<file path="src/rtl/core/iirtdf2_pkg.sv">
// Shared types and constants for the transposed direct form II IIR filter.
package iirtdf2_pkg;

    localparam int ORDER_DEFAULT = 3;

    localparam int SAMPLE_W   = 16;
    localparam int COEF_W     = 24;
    localparam int PROD_W     = SAMPLE_W + COEF_W;
    localparam int DLY_W      = 48;
    localparam int ACC_W      = DLY_W + 1;
    localparam int UPD_W      = DLY_W + 2;
    localparam int ROUND_SH   = 20;
    localparam int NUM_REGS   = 7;
    localparam int COEF_IDX_W = 3;
    localparam int TAP_W      = 2;

    localparam logic [COEF_IDX_W-1:0] REG_B0     = 3'd0;
    localparam logic [COEF_IDX_W-1:0] REG_A_BASE = 3'd3;

    localparam logic signed [COEF_W-1:0] COEF_B0_RESET = 24'sd1048576;

    typedef struct packed {
        logic                  load_x;
        logic                  mul_en;
        logic                  mul_y;
        logic [COEF_IDX_W-1:0] coef_idx;
        logic                  y_en;
        logic                  acc_en;
        logic                  upd_en;
        logic [TAP_W-1:0]      tap;
        logic                  out_load;
    } t_dp_cmd;

    typedef struct packed {
        logic out_free;
    } t_dp_status;

endpackage

</file>
<file path="src/rtl/core/iir_filter_transposed_df2_unit.sv">
// Top level of the transposed direct form II IIR filter.
// Sequence: input transfer, b0*x, then b_k*x and a_k*y for each tap on the single
// shared MAC, then the result is loaded into the output register (held while it is full).
// A new sample is taken only when the previous result is loaded, so one sample at a time.
// Reset: synchronous, active low; clears the delay line, b0 to 1.0, other taps to 0.
module iir_filter_transposed_df2_unit #(
    parameter int ORDER = iirtdf2_pkg::ORDER_DEFAULT
) (
    input  logic                                    i_clk,
    input  logic                                    i_rst_n,
    input  logic                                    i_cfg_wr_en,
    input  logic [iirtdf2_pkg::COEF_IDX_W-1:0]      i_cfg_index,
    input  logic [iirtdf2_pkg::COEF_W-1:0]          i_cfg_data,
    input  logic                                    i_in_valid,
    output logic                                    o_in_ready,
    input  logic signed [iirtdf2_pkg::SAMPLE_W-1:0] i_sample_in,
    input  logic                                    i_last_in,
    output logic                                    o_out_valid,
    input  logic                                    i_out_ready,
    output logic signed [iirtdf2_pkg::SAMPLE_W-1:0] o_sample_out,
    output logic                                    o_clipped,
    output logic                                    o_last_out
);

    iirtdf2_pkg::t_dp_cmd    cmd;
    iirtdf2_pkg::t_dp_status status;

    iirtdf2_ctrl #(
        .ORDER (ORDER)
    ) u_ctrl (
        .i_clk      (i_clk),
        .i_rst_n    (i_rst_n),
        .i_in_valid (i_in_valid),
        .o_in_ready (o_in_ready),
        .i_status   (status),
        .o_cmd      (cmd)
    );

    iirtdf2_dp #(
        .ORDER (ORDER)
    ) u_dp (
        .i_clk        (i_clk),
        .i_rst_n      (i_rst_n),
        .i_cfg_wr_en  (i_cfg_wr_en),
        .i_cfg_index  (i_cfg_index),
        .i_cfg_data   (i_cfg_data),
        .i_sample_in  (i_sample_in),
        .i_last_in    (i_last_in),
        .i_cmd        (cmd),
        .o_status     (status),
        .o_out_valid  (o_out_valid),
        .i_out_ready  (i_out_ready),
        .o_sample_out (o_sample_out),
        .o_clipped    (o_clipped),
        .o_last_out   (o_last_out)
    );

endmodule

</file>
<file path="src/rtl/core/iirtdf2_dp.sv">
// Datapath: coefficient registers, shared MAC, delay line and output register.
module iirtdf2_dp #(
    parameter int ORDER = iirtdf2_pkg::ORDER_DEFAULT
) (
    input  logic                                       i_clk,
    input  logic                                       i_rst_n,
    input  logic                                       i_cfg_wr_en,
    input  logic [iirtdf2_pkg::COEF_IDX_W-1:0]         i_cfg_index,
    input  logic [iirtdf2_pkg::COEF_W-1:0]             i_cfg_data,
    input  logic signed [iirtdf2_pkg::SAMPLE_W-1:0]    i_sample_in,
    input  logic                                       i_last_in,
    input  iirtdf2_pkg::t_dp_cmd                       i_cmd,
    output iirtdf2_pkg::t_dp_status                    o_status,
    output logic                                       o_out_valid,
    input  logic                                       i_out_ready,
    output logic signed [iirtdf2_pkg::SAMPLE_W-1:0]    o_sample_out,
    output logic                                       o_clipped,
    output logic                                       o_last_out
);

    localparam int SW  = iirtdf2_pkg::SAMPLE_W;
    localparam int CW  = iirtdf2_pkg::COEF_W;
    localparam int PW  = iirtdf2_pkg::PROD_W;
    localparam int DW  = iirtdf2_pkg::DLY_W;
    localparam int AW  = iirtdf2_pkg::ACC_W;
    localparam int UW  = iirtdf2_pkg::UPD_W;
    localparam int RSH = iirtdf2_pkg::ROUND_SH;
    localparam int YW  = AW - RSH;
    localparam int TW  = iirtdf2_pkg::TAP_W;

    localparam logic signed [AW-1:0] ROUND_HALF = AW'(1) <<< (RSH - 1);
    localparam logic signed [YW-1:0] Y_MAX      = YW'((1 << (SW - 1)) - 1);
    localparam logic signed [YW-1:0] Y_MIN      = -YW'(1 << (SW - 1));

    logic signed [CW-1:0] r_coef [iirtdf2_pkg::NUM_REGS];
    logic signed [DW-1:0] r_dly  [ORDER];
    logic signed [SW-1:0] r_x;
    logic                 r_last;
    logic signed [PW-1:0] r_prod;
    logic signed [AW-1:0] r_acc;
    logic signed [SW-1:0] r_y;
    logic                 r_clip;
    logic                 r_out_valid;
    logic signed [SW-1:0] r_out_sample;
    logic                 r_out_clip;
    logic                 r_out_last;

    logic signed [SW-1:0] mul_opd;
    logic signed [CW-1:0] mul_coef;
    logic signed [PW-1:0] mul_res;
    logic signed [AW-1:0] y_sum;
    logic signed [YW-1:0] y_shift;
    logic signed [SW-1:0] y_sat;
    logic                 clip_y;
    logic signed [DW-1:0] z_sel;
    logic signed [AW-1:0] acc_next;
    logic signed [UW-1:0] upd_sum;
    logic signed [DW-1:0] dly_next;
    logic                 clip_d;
    logic                 out_free;

    // shared 16x24 multiplier, operands sign-extended to the product width
    assign mul_opd  = i_cmd.mul_y ? r_y : r_x;
    assign mul_coef = r_coef[i_cmd.coef_idx];
    assign mul_res  = {{CW{mul_opd[SW-1]}}, mul_opd} * {{SW{mul_coef[CW-1]}}, mul_coef};

    // output sample: round half up then saturate
    assign y_sum   = {r_dly[0][DW-1], r_dly[0]} + {{(AW-PW){r_prod[PW-1]}}, r_prod}
                     + ROUND_HALF;
    assign y_shift = y_sum[AW-1:RSH];

    always_comb begin
        clip_y = 1'b0;
        y_sat  = y_shift[SW-1:0];
        if (y_shift > Y_MAX) begin
            y_sat  = Y_MAX[SW-1:0];
            clip_y = 1'b1;
        end else if (y_shift < Y_MIN) begin
            y_sat  = Y_MIN[SW-1:0];
            clip_y = 1'b1;
        end
    end

    // z[k], zero past the end of the line
    always_comb begin
        z_sel = '0;
        for (int i = 0; i < ORDER; i++) begin
            if (i_cmd.tap == TW'(i)) begin
                z_sel = r_dly[i];
            end
        end
    end

    assign acc_next = {z_sel[DW-1], z_sel} + {{(AW-PW){r_prod[PW-1]}}, r_prod};
    assign upd_sum  = {r_acc[AW-1], r_acc} - {{(UW-PW){r_prod[PW-1]}}, r_prod};

    always_comb begin
        clip_d   = 1'b0;
        dly_next = upd_sum[DW-1:0];
        if (upd_sum[UW-1:DW-1] != '0 && upd_sum[UW-1:DW-1] != '1) begin
            clip_d   = 1'b1;
            dly_next = upd_sum[UW-1] ? {1'b1, {(DW-1){1'b0}}} : {1'b0, {(DW-1){1'b1}}};
        end
    end

    assign out_free          = !r_out_valid || i_out_ready;
    assign o_status.out_free = out_free;

    always_ff @(posedge i_clk) begin
        if (!i_rst_n) begin
            for (int i = 0; i < iirtdf2_pkg::NUM_REGS; i++) begin
                r_coef[i] <= (i == int'(iirtdf2_pkg::REG_B0)) ?
                             iirtdf2_pkg::COEF_B0_RESET : '0;
            end
            for (int i = 0; i < ORDER; i++) begin
                r_dly[i] <= '0;
            end
            r_clip      <= 1'b0;
            r_out_valid <= 1'b0;
        end else begin
            if (i_cfg_wr_en && i_cfg_index < iirtdf2_pkg::COEF_IDX_W'(iirtdf2_pkg::NUM_REGS)) begin
                r_coef[i_cfg_index] <= i_cfg_data;
            end
            for (int i = 0; i < ORDER; i++) begin
                if (i_cmd.upd_en && i_cmd.tap == TW'(i + 1)) begin
                    r_dly[i] <= dly_next;
                end
            end
            if (i_cmd.load_x) begin
                r_clip <= 1'b0;
            end else if ((i_cmd.y_en && clip_y) || (i_cmd.upd_en && clip_d)) begin
                r_clip <= 1'b1;
            end
            if (i_cmd.out_load) begin
                r_out_valid <= 1'b1;
            end else if (i_out_ready) begin
                r_out_valid <= 1'b0;
            end
        end
    end

    always_ff @(posedge i_clk) begin
        if (i_cmd.load_x) begin
            r_x    <= i_sample_in;
            r_last <= i_last_in;
        end
        if (i_cmd.mul_en) begin
            r_prod <= mul_res;
        end
        if (i_cmd.y_en) begin
            r_y <= y_sat;
        end
        if (i_cmd.acc_en) begin
            r_acc <= acc_next;
        end
        if (i_cmd.out_load) begin
            r_out_sample <= r_y;
            r_out_clip   <= r_clip || (i_cmd.upd_en && clip_d);
            r_out_last   <= r_last;
        end
    end

    assign o_out_valid  = r_out_valid;
    assign o_sample_out = r_out_sample;
    assign o_clipped    = r_out_clip;
    assign o_last_out   = r_out_last;

endmodule

</file>
<file path="src/rtl/core/iirtdf2_ctrl.sv">
// Controller: sequences the shared MAC over the taps of one sample.
module iirtdf2_ctrl #(
    parameter int ORDER = iirtdf2_pkg::ORDER_DEFAULT
) (
    input  logic                    i_clk,
    input  logic                    i_rst_n,
    input  logic                    i_in_valid,
    output logic                    o_in_ready,
    input  iirtdf2_pkg::t_dp_status i_status,
    output iirtdf2_pkg::t_dp_cmd    o_cmd
);

    localparam int TW = iirtdf2_pkg::TAP_W;
    localparam int CI = iirtdf2_pkg::COEF_IDX_W;

    typedef enum logic [2:0] {
        S_IDLE,
        S_MUL0,
        S_YCALC,
        S_ACC,
        S_UPD,
        S_HOLD
    } t_state;

    t_state               r_state, n_state;
    logic [TW-1:0]        r_tap, n_tap;
    iirtdf2_pkg::t_dp_cmd cmd;
    logic                 ready;

    always_comb begin
        n_state = r_state;
        n_tap   = r_tap;
        cmd     = '0;
        ready   = 1'b0;
        unique case (r_state)
            S_IDLE: begin
                ready = 1'b1;
                if (i_in_valid) begin
                    cmd.load_x = 1'b1;
                    n_state    = S_MUL0;
                end
            end
            S_MUL0: begin
                cmd.mul_en   = 1'b1;
                cmd.coef_idx = iirtdf2_pkg::REG_B0;
                n_state      = S_YCALC;
            end
            S_YCALC: begin
                cmd.y_en     = 1'b1;
                cmd.mul_en   = 1'b1;
                cmd.coef_idx = CI'(TW'(1));
                n_tap        = TW'(1);
                n_state      = S_ACC;
            end
            S_ACC: begin
                cmd.acc_en   = 1'b1;
                cmd.tap      = r_tap;
                cmd.mul_en   = 1'b1;
                cmd.mul_y    = 1'b1;
                cmd.coef_idx = iirtdf2_pkg::REG_A_BASE + CI'(r_tap);
                n_state      = S_UPD;
            end
            S_UPD: begin
                cmd.upd_en = 1'b1;
                cmd.tap    = r_tap;
                if (r_tap != TW'(ORDER)) begin
                    cmd.mul_en   = 1'b1;
                    cmd.coef_idx = CI'(r_tap) + CI'(TW'(1));
                    n_tap        = r_tap + TW'(1);
                    n_state      = S_ACC;
                end else if (i_status.out_free) begin
                    cmd.out_load = 1'b1;
                    ready        = 1'b1;
                    if (i_in_valid) begin
                        cmd.load_x = 1'b1;
                        n_state    = S_MUL0;
                    end else begin
                        n_state = S_IDLE;
                    end
                end else begin
                    n_state = S_HOLD;
                end
            end
            S_HOLD: begin
                if (i_status.out_free) begin
                    cmd.out_load = 1'b1;
                    ready        = 1'b1;
                    if (i_in_valid) begin
                        cmd.load_x = 1'b1;
                        n_state    = S_MUL0;
                    end else begin
                        n_state = S_IDLE;
                    end
                end
            end
            default: begin
                n_state = S_IDLE;
            end
        endcase
    end

    always_ff @(posedge i_clk) begin
        if (!i_rst_n) begin
            r_state <= S_IDLE;
            r_tap   <= '0;
        end else begin
            r_state <= n_state;
            r_tap   <= n_tap;
        end
    end

    assign o_cmd      = cmd;
    assign o_in_ready = ready;

    a_transfer_starts: assert property (@(posedge i_clk) disable iff (!i_rst_n)
        cmd.load_x |=> (r_state == S_MUL0))
        else $error("input transfer did not start the multiply sequence");

    a_tap_range: assert property (@(posedge i_clk) disable iff (!i_rst_n)
        (r_state == S_ACC || r_state == S_UPD) |-> (r_tap != '0 && r_tap <= TW'(ORDER)))
        else $error("tap index out of range");

    a_load_free: assert property (@(posedge i_clk) disable iff (!i_rst_n)
        cmd.out_load |-> i_status.out_free)
        else $error("output register overwritten");

    a_ready_ctx: assert property (@(posedge i_clk) disable iff (!i_rst_n)
        ready |-> (r_state == S_IDLE || cmd.out_load))
        else $error("ready raised mid-sample");

endmodule

</file>
<file path="config.mk">
export PLATFORM = sky130hd
export DESIGN_NAME = iir_filter_transposed_df2_unit
export DESIGN_NICKNAME = d
export VERILOG_FILES = /design/src/rtl/core/iirtdf2_pkg.sv /design/src/rtl/core/iir_filter_transposed_df2_unit.sv /design/src/rtl/core/iirtdf2_dp.sv /design/src/rtl/core/iirtdf2_ctrl.sv
export SDC_FILE = /design/constraint.sdc
export NUM_CORES = 2
export LEC_CHECK = 0
export ABC_CLOCK_PERIOD_IN_PS = 21100
export BUFFER_PORTS_ARGS = -buffer_cell sky130_fd_sc_hd__buf_2
export CORE_MARGIN = 8
export CORE_UTILIZATION = 47
export DETAILED_ROUTE_END_ITERATION = 7
export SYNTH_ARGS = -nofsm -noshare
export SYNTH_HDL_FRONTEND = slang
export SYNTH_HIERARCHICAL = 1
export SYNTH_SLANG_ARGS = --single-unit
</file>
<file path="constraint.sdc">
create_clock -name i_clk -period 21.1 [get_ports i_clk]
set_clock_uncertainty 0.05 [all_clocks]
set_input_delay 3.165 -clock i_clk [delete_from_list [all_inputs] [get_ports i_clk]]
set_output_delay 3.165 -clock i_clk [all_outputs]
set_load 0.01 [all_outputs]
</file>
==> summary.md <==
| Metric | Value |
|---|---|
| Status | complete, no violations |
| Syn. warnings | 6 |
| Final worst path period share | 48.8% |
| Residual DRC | 0 |
| Slowest Stage Delay on Critical Path | 0.66 ns |
| CTS Hold Bufs | 0 |
| Die area | 0.0953 mm^2 |
| First-pass GRT wire length | 164 mm |
| Antenna violations before repair | 1 |
| TritonCTS clock tree | built |
| Layout net count | 4618 |
| Worst Path Max Fanout | 25 |
| Core Area | 0.0850 mm^2 |
| Netlist cell types | 97 |
| TNS Setup | 0 ns |
| Most frequent cells in the layout | inv_1 (572), edfxtp_1 (452), nand2_1 (386) |
| Total of max-cap violations | 0 |
| Routed Antenna Nets | 0 |
| Fmax | 97.2 MHz |
| Min Tclk post-route | 10.29 ns |
| Congestion Overflow GR | 0 |
| CP top delay family | adder cells |
| Chip height | 309 um |
| Vias per cell | 5.45 |
| Final GP Congestion | 0.927 |
| CP Capture Type | flop |
| Area Overhead vs Synth | 9.30% |
| Via count | 27.7k |
| CTS root buffer | clkbuf_16 |
| Num CTS Buffers | 54 |
| Slew Limit Fails | 0 |
| Final wirelength | 106 mm |
| H-tree lvl count | 2 |
| Buffers and inverters on the worst path | 7 |
| Postcts setup bufs | 0 |
| Starting DRT DRC Count | 1894 |
| Post-CTS resize count | 0 |
| Vias in the first global route | 28.4k |
| Main synth FF type | edfxtp_1 |
| Cells after Synth | 3827 |
| Synthesized area | 0.0403 mm^2 |
| Detail Placement HPWL | 80.2 mm |
| IO buf count | 68 |
| Die Wd | 309 um |
| Initial Util | 47.4% |
| Clock-pin slew on the worst setup and hold paths | 0.06 ns |
| Startpoint types | flop |
| Share of post-route cells with drive strength above 1 | 8.87% |
| Sink count of the clock tree | 483 |
| Pre-antenna DRT Iters | 6 |
| Cell row count | 107 |
| Setup violators final | 0 |
| Worst hold path class | flop to flop |
| Post-synth EDFFs | 452 |
| IO Count | 69 |
| Measured slew at the worst slew-check pin | 1.31 ns |
| Register bit total from synthesis | 483 |
| Sequential fraction of the synthesis area | 35.2% |
| Critical path required time | 21.38 ns |
| Filler instances | 7645 |
| Clock tree buffer depth | 3 |
| Avg Inst Size Synth | 10.5 um^2 |
| Drt wl/cell | 20.8 um |
| Slew headroom | 10.3% |
| Largest net degree at the start of global routing | 54 |
| Kind of critical path | flop to flop |
| Fin. Hold Viols | 0 |
| Most common library cell in the layout ignoring fill and taps | inv_1 |
| Slowest CP cell | o32ai_1 |
| Crit path arrival time | 10.57 ns |
| Most used cell, CP | fa_1 |
| Worst-skew pair later-pin latency | 0.63 ns |
| Async set-reset flop share out of synthesis | 0% |
| Tot GR Track Use | 22.3% |
| Ant diodes | 0 |
| RSZ-0062 raised after global routing | no |
==> cell families after synthesis <==
family / synth area share [%]
muxes: 5.76
and+or+nand+nor: 11.0
DFF: 35.2
AOI/OAI and AO/OA: 10.3
buffers and inverters: 6.64
other: 0.00931
xor gates and xnor gates: 3.35
adders and majority gates: 27.7
==> final timing paths <==
path	from	endpoint	slack, ns	cells past startpoint
setup / recovery	u_ctrl/r_state[2]$_SDFFE_PN0P_	u_dp/r_prod[38]$_DFFE_PP_	10.81	30
hold / removal	u_dp/r_last$_DFFE_PP_	u_dp/o_last_out$_DFFE_PP_	0.37	0
setup reg to reg	u_ctrl/r_state[2]$_SDFFE_PN0P_	u_dp/r_prod[38]$_DFFE_PP_	10.81	30
hold reg to reg	u_dp/r_last$_DFFE_PP_	u_dp/o_last_out$_DFFE_PP_	0.37	0
==> synth_stat cells, types with 44 or more instances <==
| cell type | instances | share of area, % |
|---|---|---|
| a21o_1 | 121 | 2.3 |
| nand2_1 | 388 | 3.6 |
| ha_1 | 291 | 9.0 |
| xor2_1 | 51 | 1.1 |
| mux2i_1 | 83 | 2.1 |
| clkbuf_1 | 101 | 0.94 |
| xnor2_1 | 100 | 2.2 |
| and2_1 | 44 | 0.68 |
| inv_1 | 572 | 5.3 |
| fa_1 | 376 | 19 |
| o21ai_0 | 129 | 1.6 |
| edfxtp_1 | 452 | 34 |
| nor2_1 | 373 | 3.5 |
| a21oi_1 | 210 | 2.6 |
| mux4_2 | 48 | 2.7 |
==> per-layer routing <==
layer / routed length (um) / track usage [%] / up-vias
met5: 0 / 0 / -
met4: 3340 / 6.82 / 0
met3: 6800 / 3.59 / 137
met2: 49800 / 37.2 / 835
met1: 46100 / 30.0 / 13700
li1: - / - / 13000
==> metrics by stage <==
step	cells	hold WS (ns)	instance area (um^2)	worst slack, ns	utilization [%]
CTS	5091	0.377	44000	10.68	51.8
finish	5091	0.374	44000	10.81	51.8
detailed placement	4990	0.365	42200	10.77	49.6
floorplan	3850	0.350	40400	11.78	-
global placement	4990	0.353	42200	10.87	49.6
global route	5091	0.388	44000	10.03	51.8
==> worst register-to-register path, delay by kind of cell, from the launching register on <==
kind / cells / cell delay (ns)
xor+xnor: 1 / 0.13
simple gates: 4 / 0.65
compound gates: 9 / 2.80
fa+ha+maj: 7 / 3.33
mux: 2 / 1.00
flops: 1 / 0.63
buf+inv: 7 / 1.42
==> state kept, by name, summed over array words and instances, names as in the netlist <==
signal and cells:
u_dp/o_clipped 1, u_dp/r_x 16, u_dp/r_acc 49, u_dp/o_sample_out 16
u_dp/o_out_valid 1, u_dp/o_last_out 1, u_dp/r_last 1, u_dp/r_coef 192
u_dp/r_clip 1, u_dp/r_y 16, u_ctrl/r_state 3, u_dp/r_prod 40
u_ctrl/r_tap 2, u_dp/r_dly 144
==> cell type report <==
class                   instances  area, um^2  area share [%]
multi-input cells            2667       23600            53.7
flip-flops and latches        483       14200            32.2
inverters                     574        2160            4.90
clock buffers                  69        1460            3.31
well taps                    1144        1430            3.25
repair buffers                122         746            1.69
clock inverters                32         402           0.912
Power is left out: the tool's default activity adds up to more than one toggle a clock period on the data nets, which glitch-free logic cannot reach.
